### config.mk
export PLATFORM = sky130hd
export DESIGN_NAME = vfc_mac
export DESIGN_NICKNAME = d
export VERILOG_FILES = /design/src/vfc_pkg.sv /design/src/vfc_mac.sv
export SDC_FILE = /design/constraint.sdc
export NUM_CORES = 2
export LEC_CHECK = 0
export BUFFER_PORTS_ARGS = -buffer_cell sky130_fd_sc_hd__buf_4
export CAP_MARGIN = 20
export CORE_MARGIN = 8
export CORE_UTILIZATION = 50
export CTS_CLUSTER_DIAMETER = 50
export DETAILED_ROUTE_END_ITERATION = 8
export GPL_ROUTABILITY_DRIVEN = 0
export PLACE_DENSITY_LB_ADDON = 0.15
export SYNTH_ARGS = -nofsm -noshare
export SYNTH_HDL_FRONTEND = slang
export SYNTH_SLANG_ARGS = --single-unit
### constraint.sdc
create_clock -name clk -period 4.8 [get_ports clk]
set_input_delay 0.48 -clock clk [delete_from_list [all_inputs] [get_ports clk]]
set_output_delay 0.48 -clock clk [all_outputs]
set_load 0.01 [all_outputs]
### src/vfc_pkg.sv
// Shared types, constants and saturation helpers for the view frustum culler.
package vfc_pkg;

    localparam int DATA_W        = 32;
    localparam int FRAC_BITS_DEF = 16;
    localparam int MEM_DEPTH     = 72;
    localparam int ADDR_W        = 7;
    localparam int PROJ_BASE     = 0;
    localparam int MV_BASE       = 16;
    localparam int CLIP_BASE     = 32;
    localparam int PLANE_BASE    = 48;

    localparam logic [1:0] FUNC_LOAD    = 2'd0;
    localparam logic [1:0] FUNC_REBUILD = 2'd1;
    localparam logic [1:0] FUNC_BOX     = 2'd2;
    localparam logic [1:0] FUNC_SPHERE  = 2'd3;

    typedef struct packed {
        logic              en;
        logic [ADDR_W-1:0] addr;
        logic [DATA_W-1:0] data;
    } mem_wr_t;

    typedef struct packed {
        logic valid;
        logic first;
        logic last;
        logic square;
    } mac_in_t;

    function automatic logic signed [31:0] sat64(input logic signed [63:0] x);
        logic signed [31:0] r;
        if (x > 64'sh0000_0000_7FFF_FFFF)
            r = 32'sh7FFF_FFFF;
        else if (x < -64'sh0000_0000_8000_0000)
            r = 32'sh8000_0000;
        else
            r = x[31:0];
        return r;
    endfunction

    function automatic logic signed [31:0] sat33(input logic signed [32:0] x);
        logic signed [31:0] r;
        if (x[32] != x[31])
            r = x[32] ? 32'sh8000_0000 : 32'sh7FFF_FFFF;
        else
            r = x[31:0];
        return r;
    endfunction

endpackage

### src/vfc_mac.sv
// Shared multiply-accumulate pipeline: registered product, then fixed-point or square accumulate.
module vfc_mac #(
    parameter int FRAC_BITS = vfc_pkg::FRAC_BITS_DEF
) (
    input  logic                clk,
    input  logic                rst_n,
    input  vfc_pkg::mac_in_t    in,
    input  logic signed [31:0]  a,
    input  logic signed [31:0]  b,
    output logic                res_valid,
    output logic [63:0]         res
);
    import vfc_pkg::*;

    mac_in_t            tag_reg;
    logic signed [63:0] prod_reg;
    logic [63:0]        acc_reg;
    logic [63:0]        acc_next;
    logic [63:0]        term;
    logic               res_valid_reg;

    always_comb
    begin
        // floor shift for fixed-point products, raw product for squares
        term     = tag_reg.square ? prod_reg : 64'(prod_reg >>> FRAC_BITS);
        acc_next = tag_reg.first ? term : acc_reg + term;
    end

    always_ff @(posedge clk)
    begin
        prod_reg <= a * b;
        if (tag_reg.valid)
        begin
            acc_reg <= acc_next;
        end
    end

    always_ff @(posedge clk or negedge rst_n)
    begin
        if (!rst_n)
        begin
            tag_reg       <= '0;
            res_valid_reg <= 1'b0;
        end
        else
        begin
            tag_reg       <= in;
            res_valid_reg <= tag_reg.valid && tag_reg.last;
        end
    end

    assign res_valid = res_valid_reg;
    assign res       = acc_reg;

endmodule

; ---- After elaboration in Yosys (flattened, before gate mapping)
; Cells that the tools add are included.
; W data, S select, Z words.
[word_totals]
register_bits = 133
romBits = 0
n_memories = 0
latchBits = 0
output_inout_bits = 65
mem_bits_rw = 0
[op_classes]
mux = 2
n_eq_ne = 0
n_shift = 0
mul = 1
add_sub_neg = 1
magnitude_cmp = 0
bitwise_logic = 0
div = 0
reduce_logical = 1
[op_table]
columns = cell, count
row1 = $add A64 B64 Y64, 1
row2 = $mul A32 B32 Y64, 1
row3 = $mux W64, 1
row4 = $mux W63, 1
row5 = $logic_and A1 B1 Y1, 1

; ---- Logic depth before layout (Yosys ltp)
[logic_depth]
depth_word = 3
mapped_depth = 30
depth_no_buf = 28

; ---- Worst setup path after synthesis
; No wires, ideal clock.
[synth_timing]
kind = input to register
startpoint = input b[2]
endpoint = register prod_reg[62]
setup_time_ns = 0.072
t_required_ns = 4.728
slack_ns = -3.105
path_buffers = 2
path_stages = 26
arrival_time_ns = 7.833
path_cell_list = clkbuf_1 -> nand2_1 -> inv_1 -> fa_1 -> fa_1 -> fa_1 -> fa_1 -> inv_1 -> fa_1 -> inv_1 -> fa_1 -> inv_1 -> fa_1 -> inv_1 -> fa_1 -> ha_1 -> buf_2 -> a21o_1 -> a21o_1 -> a21o_1 -> a21oi_1 -> nor2b_1 -> a211o_1 -> a221o_1 -> a21oi_1 -> xnor2_1
[synth_via]
elab_chain_len = 1
[synth_lines]
columns = element, line_no
row1 = "start, declared", vfc_mac.sv:9  ; input logic signed [31:0] b,
row2 = $mul A32 B32 Y64, vfc_mac.sv:31  ; prod_reg <= a * b;
row3 = "end signal, assigned", vfc_mac.sv:31
row4 = "end, declared", vfc_mac.sv:16  ; logic signed [63:0] prod_reg;
; Every way passes these cells.
; A chain may end at the register's enable or synchronous reset.

; ---- Final worst setup path
[layout_timing]
startpoint = input a[31]
endpoint = register prod_reg[63]
[layout_via]
elab_chain_len = 1
[layout_lines]
columns = element, line_no
row1 = "start, declared", vfc_mac.sv:8  ; input logic signed [31:0] a,
row2 = $mul A32 B32 Y64, vfc_mac.sv:31
; Every way passes these cells.

==> impl_results.md <==
- Status: complete, but fails checks
- Failing checks: negative setup slack
- Fmax: 139 MHz
- Post-synthesis cell count: 4,743
- Synthesized cell area: 0.0442 mm2
- Crit start category: input pin
- RSZ-0062 raised after global routing: yes
- Number of synthesized flops with an enable pin: 64
- Synth unique cells: 84
- Main flop type after synthesis: edfxtp_1
- Reg2reg end: res[39]$_DFFE_PP_
- Max-cap violations: 0
- First-pass GRT wire length: 202 mm
- Effective utilization at floorplan: 50.2%
- Final #Nets: 6,620
- Die Y: between 300 and 400 um
- Worst Path Max Fanout: 6
- 1st-pass router iterations: 6
- GRT Residual Overflow: 0
- DR vias: 33,500
- R2r setup slk: 0.21 ns
- Worst setup path category: input pin to register
- Initial antenna violation count: 2
- CTS Buffer Depth: 2
- Ratio of cells with drive above 1 in the final layout: a little under a quarter
- HPWL after DPL: 105 mm
- WP data required: 5.13 ns
- Worst Tran Pin Value: between 0.9 and 1 ns
- Per-cell routed wire length: 19.2 um
- CTS tree: done
- Final setup viols: 54
- Endpoints failing hold: 0
- Most frequent cells in the layout: fa_1, inv_1, nand2_1
- Commonest non-fill, non-tap cell in the layout: fa_1
- Initial DRC Count: 1,837
- Antenna viol nets, final: 0
- Row count: approximately 110
- Synth warn: 0
- Top Ports: 135
- Core box area: approximately 0.088 mm2
- Vias in the first global route: ~38,000
- Full die area: 0.0982 mm2
- Worst Hold Class: input pin to register
- H-tree depth: 4
- Largest net degree at the start of global routing: 88
- Post-layout min period: approximately 7 ns
- Synthesized flop and latch total: between 100 and 150
- Final Skew: 0.0133 ns
- Hold path startpoint: in[3]
- Setup_tns: -88.76 ns
- Area grow syn2layout: 22.7%
- Port Buf Inserts: 134
- DRC viols: 0
- Sink Count: 133
- Worst rel slew slack: roughly two fifths
- FFs w/ async S/R, synth: approximately 3.8%
- Worst Hold End: tag_reg[3]$_DFF_PN0_
- Vias per cell: 5.24
- Mean Syn Cell Area: 9.32 um2
- CTS Buf Count: 17
- Reg clk slew, reported paths: approximately 0.07 ns
- Post-route setup slack: -2.39 ns
- R2r worst-path depth: 15
- Post-Syn Nets: 6,143
- GRT Total Usage: 25.6%
- CTS root buffer: clkbuf_16
- R2r startpoint: tag_reg[0]$_DFF_PN0_
- Crit. End Element: register
- Latest clock arrival within the worst-skew pair: 0.44 ns
- Die Width: 313 um
- Register area share after synthesis: 7.53%
- Worst hold path depth: 1
- Tcrit/Tclk final: 150%
- Final WL: 123 mm
- Critical path arrival: 7.52 ns
- Max-slew violations: 0
-- per-stage QoR --
step           worst slack, ns  hold slack [ns]  cells  utilization (%)  cell area (um2)
3_5_place_dp             -3.04            0.285   6260             57.0            50200
3_3_place_gp             -3.03            0.284   6260             57.0            50200
6_report                 -2.39            0.152   6399             61.6            54200
2_1_floorplan            -2.75            0.184   4743                -            45500
5_1_grt                  -2.61            0.138   6399             61.6            54200
4_1_cts                  -2.38            0.139   6375             60.5            53300
-- worst max-delay path, stage by stage --
cell	delay (ns)
buf_12	0.12
and2_4	0.16
fa_1	0.52
fa_1	0.59
fa_2	0.54
buf_4	0.18
buf_4	0.15
buf_4	0.13
fa_1	0.46
fa_1	0.51
fa_1	0.57
fa_1	0.48
fa_1	0.50
ha_1	0.34
buf_4	0.16
and3_1	0.22
nand4_1	0.16
or4_4	0.46
o21ai_4	0.10
o41ai_4	0.12
nand4b_4	0.19
a31o_1	0.24
xnor2_1	0.11
-- routing by layer --
layer | part of all wire [%] | global-route usage [%] | routed length, um | vias to the layer above
met3 | 3.6 | 2.26 | 4460 | 222
met5 | 0 | 0 | 0 | -
met1 | 41 | 32.5 | 50700 | 17400
li1 | - | - | - | 15100
met2 | 52 | 46.4 | 63600 | 757
met4 | 3.3 | 7.43 | 4050 | 0
-- cells by family (layout without fill, tap and decap cells) --
logic type | after synthesis | after routing | synth area share (%)
compound gates | 445 | 445 | 6.29
xor+xnor | 130 | 130 | 2.58
fa+ha+maj | 1330 | 1330 | 56.0
buf+inv | 1228 | 1718 | 10.4
flops | 133 | 133 | 7.53
mux | 49 | 49 | 1.24
other cells | 0 | 1 | 0
simple gates | 1428 | 1428 | 15.9
-- synthesized netlist by cell type (7+ instances only) --
cell type,instances,area [um2]
xor2_1,46,403
and2_1,517,3230
nand4_1,22,138
a211oi_1,13,97.6
and3_1,10,62.6
o21bai_1,22,165
a21o_1,53,398
nor2_1,91,342
a221oi_1,8,70.1
nand2_1,680,2550
clkbuf_1,246,923
nor2b_1,11,68.8
edfxtp_1,64,1920
a21oi_1,134,671
o21ai_0,116,581
a31oi_1,16,100
dfxtp_1,64,1280
o21ai_1,9,45.0
nand3_1,27,135
o211ai_1,7,52.6
nor3_1,23,115
xnor2_1,84,736
nand2b_1,19,119
o21a_1,12,90.1
inv_1,976,3660
fa_1,1083,21700
ha_1,247,3090
o31ai_1,9,67.6
mux2_2,47,529
-- how the worst max path moves through the flow --
stage / depth (start not counted) / from / slack (ns) / to
after global routing: 25 / a[31] / -2.61 / prod_reg[63]$_DFF_P_
after CTS: 26 / b[11] / -2.38 / prod_reg[62]$_DFF_P_
after detailed placement: 22 / b[3] / -3.04 / prod_reg[62]$_DFF_P_
after floorplan: 25 / a[31] / -2.75 / prod_reg[62]$_DFF_P_
after global placement: 26 / b[8] / -3.03 / prod_reg[59]$_DFF_P_
final: 23 / a[31] / -2.39 / prod_reg[63]$_DFF_P_
-- repair_timing --
action,CTS,global route
resized for setup,430,178
gates cloned,4,3
hold buffers,1,0
hold endpoints to repair,5,0
buffers inserted,97,36
setup endpoints to repair,55,58
pin swaps,199,165
-- cell type report --
class | count | area (um2)
clock inverter | 13 | 111
inverter | 977 | 3670
antenna | 1 | 2.50
multi-input combinational | 3382 | 38200
fill | 7419 | 33700
clock buffer | 19 | 464
sequential | 133 | 3330
tap | 1165 | 1460
timing repair buffer | 709 | 6990
Power is not shown: default switching activity piles up to over one toggle a cycle in this logic, so the estimate is an artifact.
