===== src/vfc_pkg.sv =====
// Shared types, constants and saturation helpers for the view frustum culler.
package vfc_pkg;

    localparam int DATA_W        = 32;
    localparam int FRAC_BITS_DEF = 16;
    localparam int MEM_DEPTH     = 72;
    localparam int ADDR_W        = 7;
    localparam int PROJ_BASE     = 0;
    localparam int MV_BASE       = 16;
    localparam int CLIP_BASE     = 32;
    localparam int PLANE_BASE    = 48;

    localparam logic [1:0] FUNC_LOAD    = 2'd0;
    localparam logic [1:0] FUNC_REBUILD = 2'd1;
    localparam logic [1:0] FUNC_BOX     = 2'd2;
    localparam logic [1:0] FUNC_SPHERE  = 2'd3;

    typedef struct packed {
        logic              en;
        logic [ADDR_W-1:0] addr;
        logic [DATA_W-1:0] data;
    } mem_wr_t;

    typedef struct packed {
        logic valid;
        logic first;
        logic last;
        logic square;
    } mac_in_t;

    function automatic logic signed [31:0] sat64(input logic signed [63:0] x);
        logic signed [31:0] r;
        if (x > 64'sh0000_0000_7FFF_FFFF)
            r = 32'sh7FFF_FFFF;
        else if (x < -64'sh0000_0000_8000_0000)
            r = 32'sh8000_0000;
        else
            r = x[31:0];
        return r;
    endfunction

    function automatic logic signed [31:0] sat33(input logic signed [32:0] x);
        logic signed [31:0] r;
        if (x[32] != x[31])
            r = x[32] ? 32'sh8000_0000 : 32'sh7FFF_FFFF;
        else
            r = x[31:0];
        return r;
    endfunction

endpackage


===== src/vfc_div.sv =====
// Restoring divider for plane normalisation: (mag << FRAC_BITS) / len, signed and saturated.
module vfc_div #(
    parameter int FRAC_BITS = vfc_pkg::FRAC_BITS_DEF
) (
    input  logic               clk,
    input  logic               rst_n,
    input  logic               start,
    input  logic [31:0]        mag,
    input  logic               neg,
    input  logic [31:0]        len,
    output logic               done,
    output logic signed [31:0] quot
);
    localparam int DW    = 32 + FRAC_BITS;
    localparam int CNT_W = $clog2(DW + 1);
    localparam logic [DW-1:0] NEG_LIM = DW'(64'h8000_0000);
    localparam logic [DW-1:0] POS_LIM = DW'(64'h7FFF_FFFF);

    logic [DW-1:0]    dvd_reg;
    logic [DW-1:0]    q_reg;
    logic [32:0]      rem_reg;
    logic [31:0]      len_reg;
    logic             neg_reg;
    logic [CNT_W-1:0] cnt_reg;
    logic             busy_reg;
    logic             done_reg;
    logic [32:0]      rem_sh;
    logic             fits;

    always_comb
    begin
        rem_sh = {rem_reg[31:0], dvd_reg[DW-1]};
        fits   = rem_sh >= {1'b0, len_reg};
    end

    always_ff @(posedge clk)
    begin
        if (start)
        begin
            dvd_reg <= {mag, {FRAC_BITS{1'b0}}};
            q_reg   <= '0;
            rem_reg <= '0;
            len_reg <= len;
            neg_reg <= neg;
        end
        else if (busy_reg)
        begin
            dvd_reg <= dvd_reg << 1;
            rem_reg <= fits ? rem_sh - {1'b0, len_reg} : rem_sh;
            q_reg   <= {q_reg[DW-2:0], fits};
        end
    end

    always_ff @(posedge clk or negedge rst_n)
    begin
        if (!rst_n)
        begin
            busy_reg <= 1'b0;
            done_reg <= 1'b0;
            cnt_reg  <= '0;
        end
        else
        begin
            done_reg <= 1'b0;
            if (start)
            begin
                busy_reg <= 1'b1;
                cnt_reg  <= '0;
            end
            else if (busy_reg)
            begin
                cnt_reg <= cnt_reg + CNT_W'(1);
                if (cnt_reg == CNT_W'(DW - 1))
                begin
                    busy_reg <= 1'b0;
                    done_reg <= 1'b1;
                end
            end
        end
    end

    always_comb
    begin
        if (neg_reg)
            quot = (q_reg > NEG_LIM) ? 32'sh8000_0000 : -$signed(q_reg[31:0]);
        else
            quot = (q_reg > POS_LIM) ? 32'sh7FFF_FFFF : $signed(q_reg[31:0]);
    end

    assign done = done_reg;

endmodule


===== config.mk =====
export PLATFORM = sky130hd
export DESIGN_NAME = vfc_div
export DESIGN_NICKNAME = d
export VERILOG_FILES = /design/src/vfc_pkg.sv /design/src/vfc_div.sv
export SDC_FILE = /design/constraint.sdc
export NUM_CORES = 1
export LEC_CHECK = 0
export BUFFER_PORTS_ARGS = -buffer_cell sky130_fd_sc_hd__buf_2
export CAP_MARGIN = 10
export CORE_MARGIN = 2
export CORE_UTILIZATION = 55
export CTS_BUF_LIST = sky130_fd_sc_hd__clkbuf_4 sky130_fd_sc_hd__clkbuf_8
export CTS_CLUSTER_SIZE = 40
export DETAILED_ROUTE_END_ITERATION = 8
export PLACE_DENSITY = 0.77
export SYNTH_ARGS = -nofsm -noshare
export SYNTH_HDL_FRONTEND = slang
export SYNTH_SLANG_ARGS = --single-unit

===== constraint.sdc =====
create_clock -name clk -period 2.7 [get_ports clk]
set_clock_uncertainty 0.05 [all_clocks]
set_input_delay 0.27 -clock clk [delete_from_list [all_inputs] [get_ports clk]]
set_output_delay 0.27 -clock clk [all_outputs]
set_load 0.01 [all_outputs]

* Word level (Yosys, flattened, before mapping)
Index checks and enable logic that the tools add are counted.
** Storage, ports and cells
- Memory bits (writable) :: 0
- Latch bits :: 0
- Bits in read-only memories :: 0
- Input port bits :: 68
- Flip-flop bits (word level) :: 153
- Output and inout bits :: 33
- Memories kept :: 0
** Operators by class
- Equal/unequal tests :: 1
- Order comparisons :: 3
- Div/mod/pow operators :: 0
- Shifts and indexed selects :: 0
- Mux-type cells :: 14
- Bitwise operators :: 0
- Multipliers :: 0
- $add $sub $neg :: 3
- Reductions and logical operators :: 1
** Operator list (count)
- $mux W32 :: 4
- $mux W48 :: 2
- $gt A48 B31 Y1 const B :: 1
- $gt A48 B32 Y1 const B :: 1
- $ge A33 B32 Y1 :: 1
- $neg A32 Y32 :: 1
- $sub A32 B32 Y32 :: 1
- $mux W6 :: 2
- $add A6 B1 Y6 const B :: 1
- $eq A6 B6 Y1 const B :: 1
- $mux W1 :: 6
- $reduce_bool A2 Y1 :: 1

* Longest topological paths before layout
- Depth in word-level cells :: 4
- Mapped depth :: 13
- Depth with buffers taken out :: 11

* Worst setup path before layout
OpenSTA, ideal clock, no wires.
- Kind :: reg-to-output
- Start :: reg q_reg[0]
- End :: out quot[15]
- Data required time :: 2380 ps
- Path buffers :: 1
- Cell stages (with the launch flop) :: 12
- Slack :: 107 ps
- Arrival time :: 2273 ps
- Cells stage by stage :: dfxtp_1 inv_1 ha_1 nor3b_2 and4b_1 nor4bb_1 nand3_1 a21o_1 inv_2 nand2_2 buf_2 o311ai_1
** On the way
- Longest elaborated chain between the ends :: 3
** Ends and longest elaborated chain
- start, declared :: RTL line vfc_div.sv:20 : logic [DW-1:0] q_reg;
- start signal, assigned :: RTL line vfc_div.sv:50 : q_reg <= {q_reg[DW-2:0], fits};
- $gt A48 B31 Y1, or another cell as far along :: RTL line vfc_div.sv:87 : quot = (q_reg > POS_LIM) ? 32'sh7FFF_FFFF : $signed(q_reg[31:0]);
- $mux W32, on equally long branches :: RTL line vfc_div.sv:87, vfc_div.sv:85
- $mux W32 (*) :: RTL line vfc_div.sv:84 : if (neg_reg)
- end, declared :: RTL line vfc_div.sv:12 : output logic signed [31:0] quot
Every way passes the cells marked *; elsewhere a longest branch is shown, timed or not.

* Final worst setup path
- Start :: reg q_reg[0]
- End :: out quot[24]
The elaborated chain is that of the path after synthesis.

==> out/summary.txt <==
GRT overflow: 0
Worst slew pin tran: 0.920 ns
Worst reg2reg setup slack: -0.02 ns
Clk slew on worst S/H paths: 0.09 ns
# rows: 46
Place WS: -0.175 ns
RSZ-0062 raised after global routing: true
Status: finished with violations
Post-route minimum period: 3.27 ns
Number of global-route vias before repair: 7,467
CP top delay family: simple AND/OR/NAND/NOR gates
Synth top area cells: edfxtp_1, dfxtp_1, mux2i_1
Max FO, Critical Path: 5
Post-synth EDFFs: 65
# clock sinks: 153
Slowest cell delay on critical path: 0.35 ns
CORE AREA: 15,800 um^2
Number of fill cells: 1,045
Antenna Nets Post-Route: 0
CP Launch Type: flip-flop
Wire per inst: 16.7 um
Pre-Repair DR Iteration Count: 5
Worst EP arrival: 2.95 ns
CTS tree: built
Fraction of layout cells with a size suffix above 1: 0.359
Final setup violation count: 33
GPL Wtd Cong: 0.938
R2R cell count: 11
Reg-to-Reg End: rem_reg[16]
Synth unique cells: 79
Peak supply drop: 0.372 mV
Max reg flops: 48
Critical Path Stages: 12
Root Driver: clkbuf_8
Syn. warnings: 0
Max-cap violations: 0
H-tree depth: 4
Multi-input logic area: 5420 um^2
Area leader, netlist: edfxtp_1
GRT Total Usage: 0.261
Ys flop type: dfxtp_1
Register area share after synthesis: 0.424
First-pass GRT wire length: 35.2 mm
Final Total Pwr: 4.82 mW
Slowest cell on crit path: dfxtp_2
CTS Buf Count: 17
Worst Setup End Kind: output port
P_leak: 5.55 nW
Vias per cell: 5.84
Relative slew margins: 0.387
Synthesis-stage register bit count: 153
Setup CP Type: reg -> out
Die Area: 17,100 um^2
Post-route DRC violation count: 0
Final nets: 1,265
Hold Path Class: in -> reg
Net count after synthesis: 1,040
Initial antenna violation count: 0
Tcrit/Tclk final: 1.21
Die Width: 131 um
N_diodes: 0
Number of I/O pins: 101
CP bufs+invs: 4
First-iteration detailed-routing DRC count: 635
Register area: 3760 um^2
Slew Viols, Final: 0
Worst-path cell chain: inv_2, ha_4, nor3b_4, and4b_1, nor4bb_4, nand3_1, a21o_4, inv_6, buf_12, nand2_4, o311ai_2, buf_2
Max Clock Freq: 306 MHz
Required @ worst endpoint: 2.38 ns
DRT Wirelength: 23.2 mm
DP HPWL: 14.3 mm
Max Root-Sink Buffers: 2
Reg2reg start: dvd_reg[47]
Final hold viol count: 0
Avg Cell Area, Syn: 9.45 um^2
Violated checks: negative setup slack
Share of the synthesized area in the top cell type: 0.220
Post-route setup slack: -0.569 ns
Layout Area Growth over Synthesis: 34.6%
Synth Cell Area: 8860 um^2
Port bufs: 100
Ys async rst share: 0.0523
Crit. Startpoint: q_reg[0]
Die span in y: 131 um
Initial Util: 0.560
Commonest cells after routing, fill and taps aside: nor2_1, buf_4, buf_2
Cells after Synth: 937
Most common cell after layout, fill and taps aside: nor2_1
End point of the critical path: quot[24]
Pwr Density: 404 nW/um^2
Worst skew pair latency: 0.46 ns
Routed via count: 8,125
Largest net degree at the start of global routing: 49
## cell families (layout without fill, tap and decap cells)
family          after synthesis  count (layout)  synth area share
compound gates              205             205             0.170
xor+xnor                     26              26            0.0257
fa+ha+maj                    35              35            0.0503
buf+inv                     110             344            0.0525
flops                       153             153             0.424
mux                          87              87             0.103
simple gates                321             325             0.175
## where the power goes
group          switching [mW]  internal, mW  total (mW)
logic                   0.310         0.293       0.604
clock network           0.948         0.706        1.65
registers              0.0438          2.52        2.56
## Yosys cell counts (6+ instances only)
cell type    n
nand4_1     10
a21oi_1     40
dfrtp_1      8
dfxtp_1     80
buf_2       15
a21o_1      22
nor4_1       7
xnor2_1     12
or2_2        6
inv_1       53
mux2_2      32
nand3_1     19
nand2_1     95
ha_1        34
a211oi_1     6
nor3_1      19
mux2i_1     55
edfxtp_1    65
a311oi_2    13
a31oi_1     10
o21bai_1     6
nor2_1     112
clkbuf_1    28
o311ai_1    20
o41ai_1      6
xor2_1      14
o21ai_0     38
buf_1        8
or3_1       10
## per-layer routing
layer	track usage	part of all wire	vias up
met4	0.0976	0.029	0
met5	0	0	-
met1	0.346	0.43	3874
met2	0.430	0.48	311
li1	-	-	3871
met3	0.0460	0.064	69
## how the worst min path moves through the flow
stage | startpoint | endpoint | slack [ns] | cells after the start
floorplan | rst_n | busy_reg | -0.08 | 0
global placement | rst_n | cnt_reg[0] | 0.07 | 1
detailed placement | rst_n | cnt_reg[2] | 0.07 | 1
CTS | mag[26] | dvd_reg[42] | 0.03 | 2
global route | mag[18] | dvd_reg[34] | 0.03 | 2
finish | mag[0] | dvd_reg[16] | 0.05 | 2
## stage by stage
| stage | utilization | TNS (ns) | instances | area, um^2 | hold WS, ns |
|---|---|---|---|---|---|
| 2_1_floorplan | - | 0 | 937 | 8860 | -0.0756 |
| 3_3_place_gp | 0.642 | -0.136 | 1298 | 10200 | 0.0706 |
| 3_5_place_dp | 0.642 | -2.44 | 1298 | 10200 | 0.0654 |
| 4_1_cts | 0.722 | -10.53 | 1381 | 11400 | 0.0327 |
| 5_1_grt | 0.753 | -17.71 | 1391 | 11900 | 0.0318 |
| 6_report | 0.753 | -13.64 | 1391 | 11900 | 0.0495 |
## area by class of cell
type | instances | area share
clock buffers | 19 | 0.0219
clock inverters | 13 | 0.00923
inverters | 54 | 0.0174
multi-input cells | 678 | 0.454
flip-flops and latches | 153 | 0.316
well taps | 216 | 0.0227
repair buffers | 258 | 0.159
## timing repair
| action | CTS | global route |
|---|---|---|
| setup endpoints to repair | 45 | 65 |
| buffers inserted | 12 | 8 |
| gates cloned | 5 | 2 |
| hold buffers | 34 | 0 |
| pin swaps | 22 | 35 |
| resized for setup | 81 | 72 |
| endpoints found under the hold margin | 41 | 0 |
Note: power is estimated with default switching activity, not from simulation.
