File: src/vfc_isqrt.sv
// Iterative floor square root of a 64-bit value, two radicand bits per cycle.
module vfc_isqrt (
    input  logic        clk,
    input  logic        rst_n,
    input  logic        start,
    input  logic [63:0] n,
    output logic        done,
    output logic [31:0] root
);
    logic [63:0] n_reg;
    logic [63:0] res_reg;
    logic [63:0] bit_reg;
    logic [4:0]  cnt_reg;
    logic        busy_reg;
    logic        done_reg;
    logic [63:0] trial;

    assign trial = res_reg + bit_reg;

    always_ff @(posedge clk)
    begin
        if (start)
        begin
            n_reg   <= n;
            res_reg <= '0;
            bit_reg <= 64'h4000_0000_0000_0000;
        end
        else if (busy_reg)
        begin
            if (n_reg >= trial)
            begin
                n_reg   <= n_reg - trial;
                res_reg <= (res_reg >> 1) + bit_reg;
            end
            else
            begin
                res_reg <= res_reg >> 1;
            end
            bit_reg <= bit_reg >> 2;
        end
    end

    always_ff @(posedge clk or negedge rst_n)
    begin
        if (!rst_n)
        begin
            busy_reg <= 1'b0;
            done_reg <= 1'b0;
            cnt_reg  <= '0;
        end
        else
        begin
            done_reg <= 1'b0;
            if (start)
            begin
                busy_reg <= 1'b1;
                cnt_reg  <= '0;
            end
            else if (busy_reg)
            begin
                cnt_reg <= cnt_reg + 5'd1;
                if (cnt_reg == 5'd31)
                begin
                    busy_reg <= 1'b0;
                    done_reg <= 1'b1;
                end
            end
        end
    end

    assign done = done_reg;
    assign root = res_reg[31:0];

endmodule

File: config.mk
export PLATFORM = sky130hd
export DESIGN_NAME = vfc_isqrt
export DESIGN_NICKNAME = d
export VERILOG_FILES = /design/src/vfc_isqrt.sv
export SDC_FILE = /design/constraint.sdc
export NUM_CORES = 1
export LEC_CHECK = 0
export ABC_AREA = 1
export BUFFER_PORTS_ARGS = -buffer_cell sky130_fd_sc_hd__buf_2
export CAP_MARGIN = 20
export CELL_PAD_IN_SITES_DETAIL_PLACEMENT = 1
export CELL_PAD_IN_SITES_GLOBAL_PLACEMENT = 2
export CORE_MARGIN = 2
export CORE_UTILIZATION = 30
export DETAILED_ROUTE_END_ITERATION = 10
export GPL_TIMING_DRIVEN = 0
export MAX_ROUTING_LAYER = met4
export PLACE_DENSITY = 0.86
export SYNTH_ARGS = -nofsm -noshare
export SYNTH_HDL_FRONTEND = slang
export SYNTH_SLANG_ARGS = --single-unit
File: constraint.sdc
create_clock -name clk -period 6.73 [get_ports clk]
set_input_delay 0.673 -clock clk [delete_from_list [all_inputs] [get_ports clk]]
set_output_delay 0.673 -clock clk [all_outputs]
set_load 0.01 [all_outputs]
== Yosys cells after proc, flatten, opt, wreduce, memory -nomap -nowiden ==
Index checks and enable logic that the tools add are counted.

* Memories kept: 0
* Memory bits (writable): 0
* Bits of input ports: 67
* Bits in latches: 0
* Word-level logic and storage cells: 27
* Flip-flop bits (word level): 167
* ROM bits: 0
* Output and inout bits: 33

* Shift-type cells: 0
* Order comparisons: 1
* Muxes and demuxes: 12
* Reduce and logical (&&, ||, !) cells: 3
* Multipliers: 0
* Div/mod/pow operators: 0
* Add/subtract/negate cells: 4
* Bitwise gates (word level): 0
* Eq/ne operators: 1

{| class="wikitable"
|+ Operators by type and width
! operator !! count
|-
| 2-to-1 mux 64 bit || 4
|-
| adder 63 x 63 -> 64 bit || 1
|-
| adder 64 x 63 -> 64 bit || 1
|-
| >= comparator 64 bit || 1
|-
| subtractor 64 bit || 1
|-
| 2-to-1 mux 5 bit || 2
|-
| 2-to-1 mux 1 bit || 6
|-
| adder 5 x 1 -> 5 bit (second input constant) || 1
|-
| equality test 5 bit (second input constant) || 1
|-
| nonzero test 2 bit || 2
|-
| AND reduction 2 bit || 1
|}

== Depth between registers and ports, before layout ==
Gate-level depths: netlist of run 1.

* Word-level depth: 5
* Mapped depth: 32
* Gate-level depth less buffers: 30

== Worst setup path after synthesis of run 1 ==
No wires, ideal clock.

* Path type: register -> register
* Start: reg res_reg[10]
* End: reg n_reg[0] (enable)
* Cell stages (with the launch flop): 21
* Data arrival time: 6.583 ns
* Setup slack: -0.377 ns
* Data required time: 6.206 ns
* Buffers on the path: 1
* Cells stage by stage: dfxtp_1 -> ha_1 -> nand2_1 -> o21ai_1 -> nand2_1 -> o21ai_0 -> a21oi_1 -> nand2_1 -> nand2_1 -> nand2_1 -> nand3_1 -> nand3b_1 -> nand2_1 -> ha_1 -> nand2_1 -> nor2_1 -> nand2_1 -> nor2_1 -> a21oi_4 -> clkbuf_1 -> a31oi_1

* Longest elaborated chain between the ends: 4

{| class="wikitable"
|+ RTL lines
! element !! line !! source
|-
| start, declared || 11 || <nowiki>logic [63:0] res_reg;</nowiki>
|-
| start signal, assigned || 33 || <nowiki>res_reg <= (res_reg >> 1) + bit_reg;</nowiki>
|-
| start signal, assigned || 37 || <nowiki>res_reg <= res_reg >> 1;</nowiki>
|-
| adder 64 x 63 -> 64 bit || 18 || <nowiki>assign trial = res_reg + bit_reg;</nowiki>
|-
| >= comparator 64 bit || 30 || <nowiki>if (n_reg >= trial)</nowiki>
|-
| nonzero test 2 bit (no line) || - ||
|-
| AND reduction 2 bit (no line) || - ||
|-
| end signal, assigned || 24 || <nowiki>n_reg <= n;</nowiki>
|-
| end signal, assigned || 32 || <nowiki>n_reg <= n_reg - trial;</nowiki>
|-
| end, declared || 10 || <nowiki>logic [63:0] n_reg;</nowiki>
|}

Every way passes these cells.
A chain may end at the register's enable or synchronous reset.

== Final worst setup path of run 1 ==
* Start: reg res_reg[10]
* End: reg n_reg[3] (enable)

The elaborated chain is that of the path after synthesis.

==> reports/results.ini, run 1 <==
[outcome]
outcome=finished, final reports clean

[route]
route.detailed.vias_per_inst=5.09
drtPass1Iterations=5
remaining_drc_errors=0
route.antenna.remaining_nets=0
via_count=22525
drt_wl_total_um=88400
dr.first_iter.drc_count=1372
routedWlPerCell_um=20.0

[cts]
cts_buffer_depth=2
path_clk_slew_ns=0.09
cts.root.buffer_cell=clkbuf_16
ctsHoldBuffers=0
clock_sink_count=167
cts_setup_buffers=0
worst_skew_pair.late_latency_ns=0.49
cts.repair.resized=0
cts_tree=done
cts_max_level=4
cts_made_buffers=17

[setup_path]
reg2reg_from=res_reg[10]
crit_path_cell_trace=ha_1 -> nand2_1 -> o21ai_1 -> nor2_1 -> nand2_1 -> o21ai_0 -> o21ai_1 -> nand2_1 -> nand2_1 -> nand2_1 -> nand2_1 -> xor2_1 -> ha_1 -> a21oi_1 -> nand2_1 -> a21oi_1 -> nand2_1 -> a21oi_4 -> clkbuf_1 -> a31oi_4 -> buf_16 -> buf_12
worstPathRequired_ns=6.96
critPathMostFrequentCell=nand2_1
timing.critical_path.from_type=register
critical_path_peak_fanout=23
worst-path-buf-inv=3
worst_r2r_endpoint=n_reg[3]
critical_path.top_delay_family=compound AO/OA/AOI/OAI gates
timing.reg2reg.setup_slack_ns=0.63
crit_path_kind=reg2reg
timing.critical_path.slowest_stage_cell=a21oi_4
worst-r2r-cell-count=22
cp_slowest_stage_delay_ns=0.51
worst_setup_path_end_kind=register
worstPathArrival_ns=6.32

[synthesis]
count_of_yosys_warnings_during_synthesis=0
synth-main-ff-cell=dfxtp_1
synth_enable_flop_cells=64
muxShareOfSynthArea_pct=0
synthSimpleGateAreaFrac_pct=41.5
synthMostInstantiatedCell=nand2_1
synth_compound_area_share_pct=12.9
yosys.area_share.xor_xnor_pct=3.70
ys_seq_area_share_pct=20.5
yosys.cell_types.count=46
post-synth-top-area-fraction_pct=21.3
synth_top_family_by_area=simple AND/OR/NAND/NOR gates
postSynthCellCount=3435
synth.cell_area_um2=19600
synth_fp_nets=3635
yosys-top-cells-area=nand2_1 21%, inv_1 10%, dfxtp_1 9.8%
largest_area_contributor_in_the_netlist=nand2_1
synth_common_cells=1115 x nand2_1, 526 x inv_1, 388 x nor2_1, 322 x nand3_1, 176 x a21oi_1
average_instance_area_after_synthesis_um2=5.71
yosys.area_share.adder_pct=8.52
post_synthesis_register_bit_count=167
synth_async_sr_flop_share_pct=4.19

[place]
buffer_ports.inserted=98
place.gp.congestion=0.984
dp_slack_ns=0.769
dp_hpwl_um=76800

[final_layout]
antenna_cells_inserted=0
area_delta_synth_final_pct=11.5
layout-drive-gt1-share_pct=6.67
filler_cell_count=8866
nets=3755

[min_path]
hp-class=in2async

[global_route]
grt_start_max_net_pins=24
antenna_found_initial=0
grt-ovfl-total=0
grt_pass1_vias=23168
overall_global_routing_usage_pct=27.0
grt_pass1_wl_um=134000

[sta]
clock.fmax_mhz=164
hold-worst-slack_ns=0.0182
rsz0062_at_grt=no
clock_skews_ns=0.0204
layout_min_cycle_time_ns=6.10
timing.final.ws_setup_ns=0.630
worst-slew-pin-transition_ns=1.08
final_hold_violating_endpoints=0
timing.final.max_slew_violations=0
post-route-period-util_pct=90.6
slew_headroom_pct=27.8
setup_viol=0
setup-tns-final_ns=0

[floorplan]
initial_core_util_pct=30.4
die_y_um=260
design.core.area_um2=64600
full_die_area_um2=67500
pin_count=100
die_w_um=260
floorplan.rows=93

[power]
cellLeakagePower_nw=9.87
ir_worst_vdd_mv=0.203
power.density_cell_area_nw_per_um2=395

[flow_run]
max_cap_viol=0

-- worst register-to-register path, delay by kind of cell (launching register included) --
kind	cells	cell delay, ns
AO/OA/AOI/OAI	7	2.23
AND/OR/NAND/NOR	9	1.02
buffers and inverters	3	0.94
adder cells (fa/ha/maj)	2	0.81
flip-flops	1	0.44
XOR/XNOR	1	0.37
-- layout make-up --
type                       instances  area (µm²)  share of cell area (%)
sequential                       167        4020                    18.4
inverter                         537        2020                    9.21
tap                              855        1070                    4.89
timing repair buffer             101         566                    2.58
multi-input combinational       2648       13100                    59.9
buffer                            83         504                    2.30
clock buffer                      17         425                    1.94
clock inverter                    15         179                   0.818
-- layer usage --
metal,wire [µm],GRT usage (%),share of wire [%]
met5,0,-,0
met4,4520,13.1,5.1
met3,2750,1.71,3.1
met2,40800,44.1,46
met1,40300,33.8,46
-- report_power, final --
part           leakage [nW]  internal (mW)  switching [mW]
Clock                 0.288          0.506           0.569
Combinational          8.05           1.92            3.82
Sequential             1.54           1.47           0.344
Total                  9.87           3.90            4.74
-- logic make-up after synthesis --
family	Yosys count
buffers and inverters	620
adders and majority gates	133
and+or+nand+nor	1968
DFF	167
AOI/OAI and AO/OA	464
xor gates and xnor gates	83
-- how the worst max path moves through the flow --
stage | start | end | slack (ns) | cells after the start
finish | res_reg[10] | n_reg[3] | 0.63 | 22
global route | res_reg[10] | n_reg[5] | 0.26 | 22
CTS | res_reg[10] | n_reg[3] | 0.73 | 22
detailed placement | res_reg[10] | n_reg[11] | 0.77 | 22
global placement | res_reg[22] | n_reg[11] | -1.64 | 18
floorplan | res_reg[10] | n_reg[0] | 1.18 | 20
-- per-stage QoR --
step | power [mW] | cells | util, % | area (µm²)
2_1_floorplan | 5.60 | 3435 | - | 19600
3_3_place_gp | 7.35 | 4388 | 32.8 | 21200
3_5_place_dp | 7.50 | 4391 | 32.9 | 21300
4_1_cts | 8.60 | 4423 | 33.9 | 21900
5_1_grt | 9.36 | 4423 | 33.9 | 21900
6_report | 8.64 | 4423 | 33.9 | 21900
-- cell usage in the layout (no fill, tap or decap), drive strengths merged --
cell,n
o211ai,5
o21ai,189
a21boi,4
dfxtp,96
inv,544
nand2,1124
o21bai,25
nor3,44
dfrtp,7
xnor2,47
and2,1
a31oi,8
nor4,9
nor2,398
edfxtp,64
o2111ai,1
nand4,26
clkinv,6
buf,150
a22o,1
nand3b,22
or2,21
o22ai,31
a21oi,180
clkbuf,51
nand3,323
ha,132
xor2,36
a21o,13
fa,1
clkinvlp,2
o21a,7
Note: power is estimated with default switching activity, not from simulation.
==> run 2, diff against run 1 <==
Settings changed: CORE_UTILIZATION 30 to 36, PLACE_DENSITY 0.86 to 0.95.
Clock period 6.73 ns to 7.6 ns, I/O delays scaled along.
==> run 2 against run 1 <==
Via count rose by 0.60%. Routed wire length fell by 1.0%. Worst hold slack gained 0.077 ns. Design area down 1.1%. First-iteration DRC count down 12%. Sequential share of layout area up 0.20 points. Flip-flop and latch count unchanged. Worst setup slack better by 0.96 ns.
==> reports/results.ini, run 2 (same netlist as run 1, synthesis figures left out) <==
[final_layout]
finish.utilization_pct=40.2  ; was 33.9%
antenna_cells_inserted=0  ; unchanged
layout-drive-gt1-share_pct=6.61  ; was 6.67%
area_delta_synth_final_pct=10.3  ; was 11.5%
layout.area.seq_um2=4020  ; unchanged
most_common_cell_after_layout_fill_and_taps_aside=nand2_1  ; unchanged
multi_input_area_um2=13100  ; unchanged
finish.instance_area_um2=21600  ; was 21900 µm²
layout_common_cells=1115 x nand2_1, 526 x inv_1, 388 x nor2_1, 322 x nand3_1, 176 x a21oi_1  ; unchanged
nets=3755  ; unchanged
filler_cell_count=7608  ; was 8866
instances_no_fill=4264  ; was 4423

[floorplan]
pin_count=100  ; unchanged
die_w_um=237  ; was 260 µm
full_die_area_um2=56400  ; was 67500 µm²
floorplan.rows=85  ; was 93
initial_core_util_pct=36.5  ; was 30.4%
design.core.area_um2=53800  ; was 64600 µm²
die_y_um=237  ; was 260 µm

[setup_path]
crit_path_kind=reg2reg  ; unchanged
worst_setup_path_endpoint=n_reg[0]  ; was n_reg[3]
worstPathArrival_ns=6.24  ; was 6.32 ns
worst_setup_path_end_kind=register  ; unchanged
reg2reg_from=res_reg[10]  ; unchanged
worst_r2r_endpoint=n_reg[0]  ; was n_reg[3]
timing.critical_path.from_type=register  ; unchanged
critical_path.startpoint=res_reg[10]  ; unchanged
critical_path_peak_fanout=22  ; was 23
worst-r2r-cell-count=22  ; unchanged
worstPathRequired_ns=7.83  ; was 6.96 ns
timing.reg2reg.setup_slack_ns=1.59  ; was 0.63 ns

[route]
dr.first_iter.drc_count=1212  ; was 1372
routedWlPerCell_um=20.5  ; was 20.0 µm
remaining_drc_errors=0  ; unchanged
drt_wl_total_um=87500  ; was 88400 µm
route.antenna.remaining_nets=0  ; unchanged
via_count=22660  ; was 22525
drtPass1Iterations=7  ; was 5
route.detailed.vias_per_inst=5.31  ; was 5.09

[flow_run]
max_cap_viol=0  ; unchanged

[place]
buffer_ports.inserted=98  ; unchanged
placedCellCount=4232  ; was 4391
dp_hpwl_um=75700  ; was 76800 µm
place.gp.congestion=0.957  ; was 0.984
placedInstanceArea_um2=21100  ; was 21300 µm²
dp_slack_ns=1.67  ; was 0.769 ns

[cts]
cts_tree=done  ; unchanged
cts_buffer_depth=2  ; unchanged
clock_sink_count=167  ; unchanged
cts.repair.resized=0  ; unchanged
cts_setup_buffers=0  ; unchanged
cts_max_level=4  ; unchanged
path_clk_slew_ns=0.08  ; was 0.09 ns
cts_made_buffers=17  ; unchanged
cts.root.buffer_cell=clkbuf_16  ; unchanged
ctsHoldBuffers=0  ; unchanged
worst_skew_pair.late_latency_ns=0.49  ; about the same

[sta]
slew_headroom_pct=27.8  ; about the same
rsz0062_at_grt=no  ; unchanged
worst-slew-pin-transition_ns=1.08  ; about the same
layout_min_cycle_time_ns=6.01  ; was 6.10 ns
clock.fmax_mhz=166  ; was 164 MHz
post-route-period-util_pct=79.1  ; was 90.6%
setup-tns-final_ns=0  ; unchanged
timing.final.ws_setup_ns=1.59  ; was 0.630 ns
setup_viol=0  ; unchanged
timing.final.max_slew_violations=0  ; unchanged
clock_skews_ns=0.0199  ; was 0.0204 ns
final_hold_violating_endpoints=0  ; unchanged
hold-worst-slack_ns=0.0952  ; was 0.0182 ns

[power]
ir_worst_vdd_mv=0.196  ; was 0.203 mV
power.density_cell_area_nw_per_um2=352  ; was 395 nW/µm²
post-layout-total-power_mw=7.63  ; was 8.64 mW
cellLeakagePower_nw=9.86  ; was 9.87 nW

[global_route]
grt_pass1_vias=23610  ; was 23168
antenna_found_initial=0  ; unchanged
grt_pass1_wl_um=133000  ; was 134000 µm
overall_global_routing_usage_pct=32.1  ; was 27.0%
grt-ovfl-total=0  ; unchanged
grt_start_max_net_pins=23  ; was 24

[min_path]
hp-class=in2async  ; unchanged

[outcome]
outcome=finished, final reports clean  ; unchanged

run 2: changes by cell type in the layout (fill, tap and decap cells not counted):
| cell | change |
|---|---|
| clkinv_2 | +1 |
| clkbuf_1 | +2 |
| clkinv_8 | -2 |
| clkinvlp_4 | -1 |
| inv_6 | +2 |
| inv_12 | -2 |
| inv_8 | -4 |
| clkinv_4 | +3 |
| bufinv_16 | +1 |
run 2: layout make-up:
cell class	count	area share, %
plain buffers	83	2.33
clock buffers	19	2.00
well taps	696	4.02
flip-flops and latches	167	18.6
repair buffers	101	2.61
multi-input cells	2648	60.5
inverters	537	9.31
clock inverters	13	0.647
run 2: routing by layer:
metal / track usage (%) / wire (µm) / vias up
li1: - / - / 11223
met1: 39.0 / 38700 / 10790
met2: 54.8 / 41800 / 491
met3: 1.90 / 2800 / 156
met4: 14.4 / 4100 / 0
met5: - / 0 / -
run 2: how the worst min path moves through the flow:
stage,startpoint,slack (ns),end,cells after the start
after floorplan,rst_n,0.46,busy_reg,0
after global placement,cnt_reg[4],0.50,cnt_reg[4],1
after detailed placement,cnt_reg[4],0.51,cnt_reg[4],1
after CTS,rst_n,0.09,done,1
after global routing,rst_n,0.11,cnt_reg[3],1
final,rst_n,0.1,done,1
run 2: where the power goes:
part           total [mW]  internal [mW]  switching, mW
sequential           1.60           1.30          0.299
clock               0.909          0.461          0.448
combinational        5.12           1.71           3.41
run 2: critical path: stages (launching register included):
cell	delay (ns)
dfxtp_1	0.61
ha_1	0.29
nand2_1	0.11
o21ai_1	0.33
nor2_1	0.08
nand2_1	0.06
o21ai_0	0.16
o21ai_1	0.39
nand2_1	0.12
nand2_1	0.20
nand2_1	0.08
nand2_1	0.07
xor2_1	0.32
ha_1	0.37
a21oi_1	0.24
nand2_1	0.14
a21oi_1	0.24
nand2_1	0.16
a21oi_4	0.47
clkbuf_1	0.45
a31oi_4	0.35
buf_16	0.29
buf_12	0.17
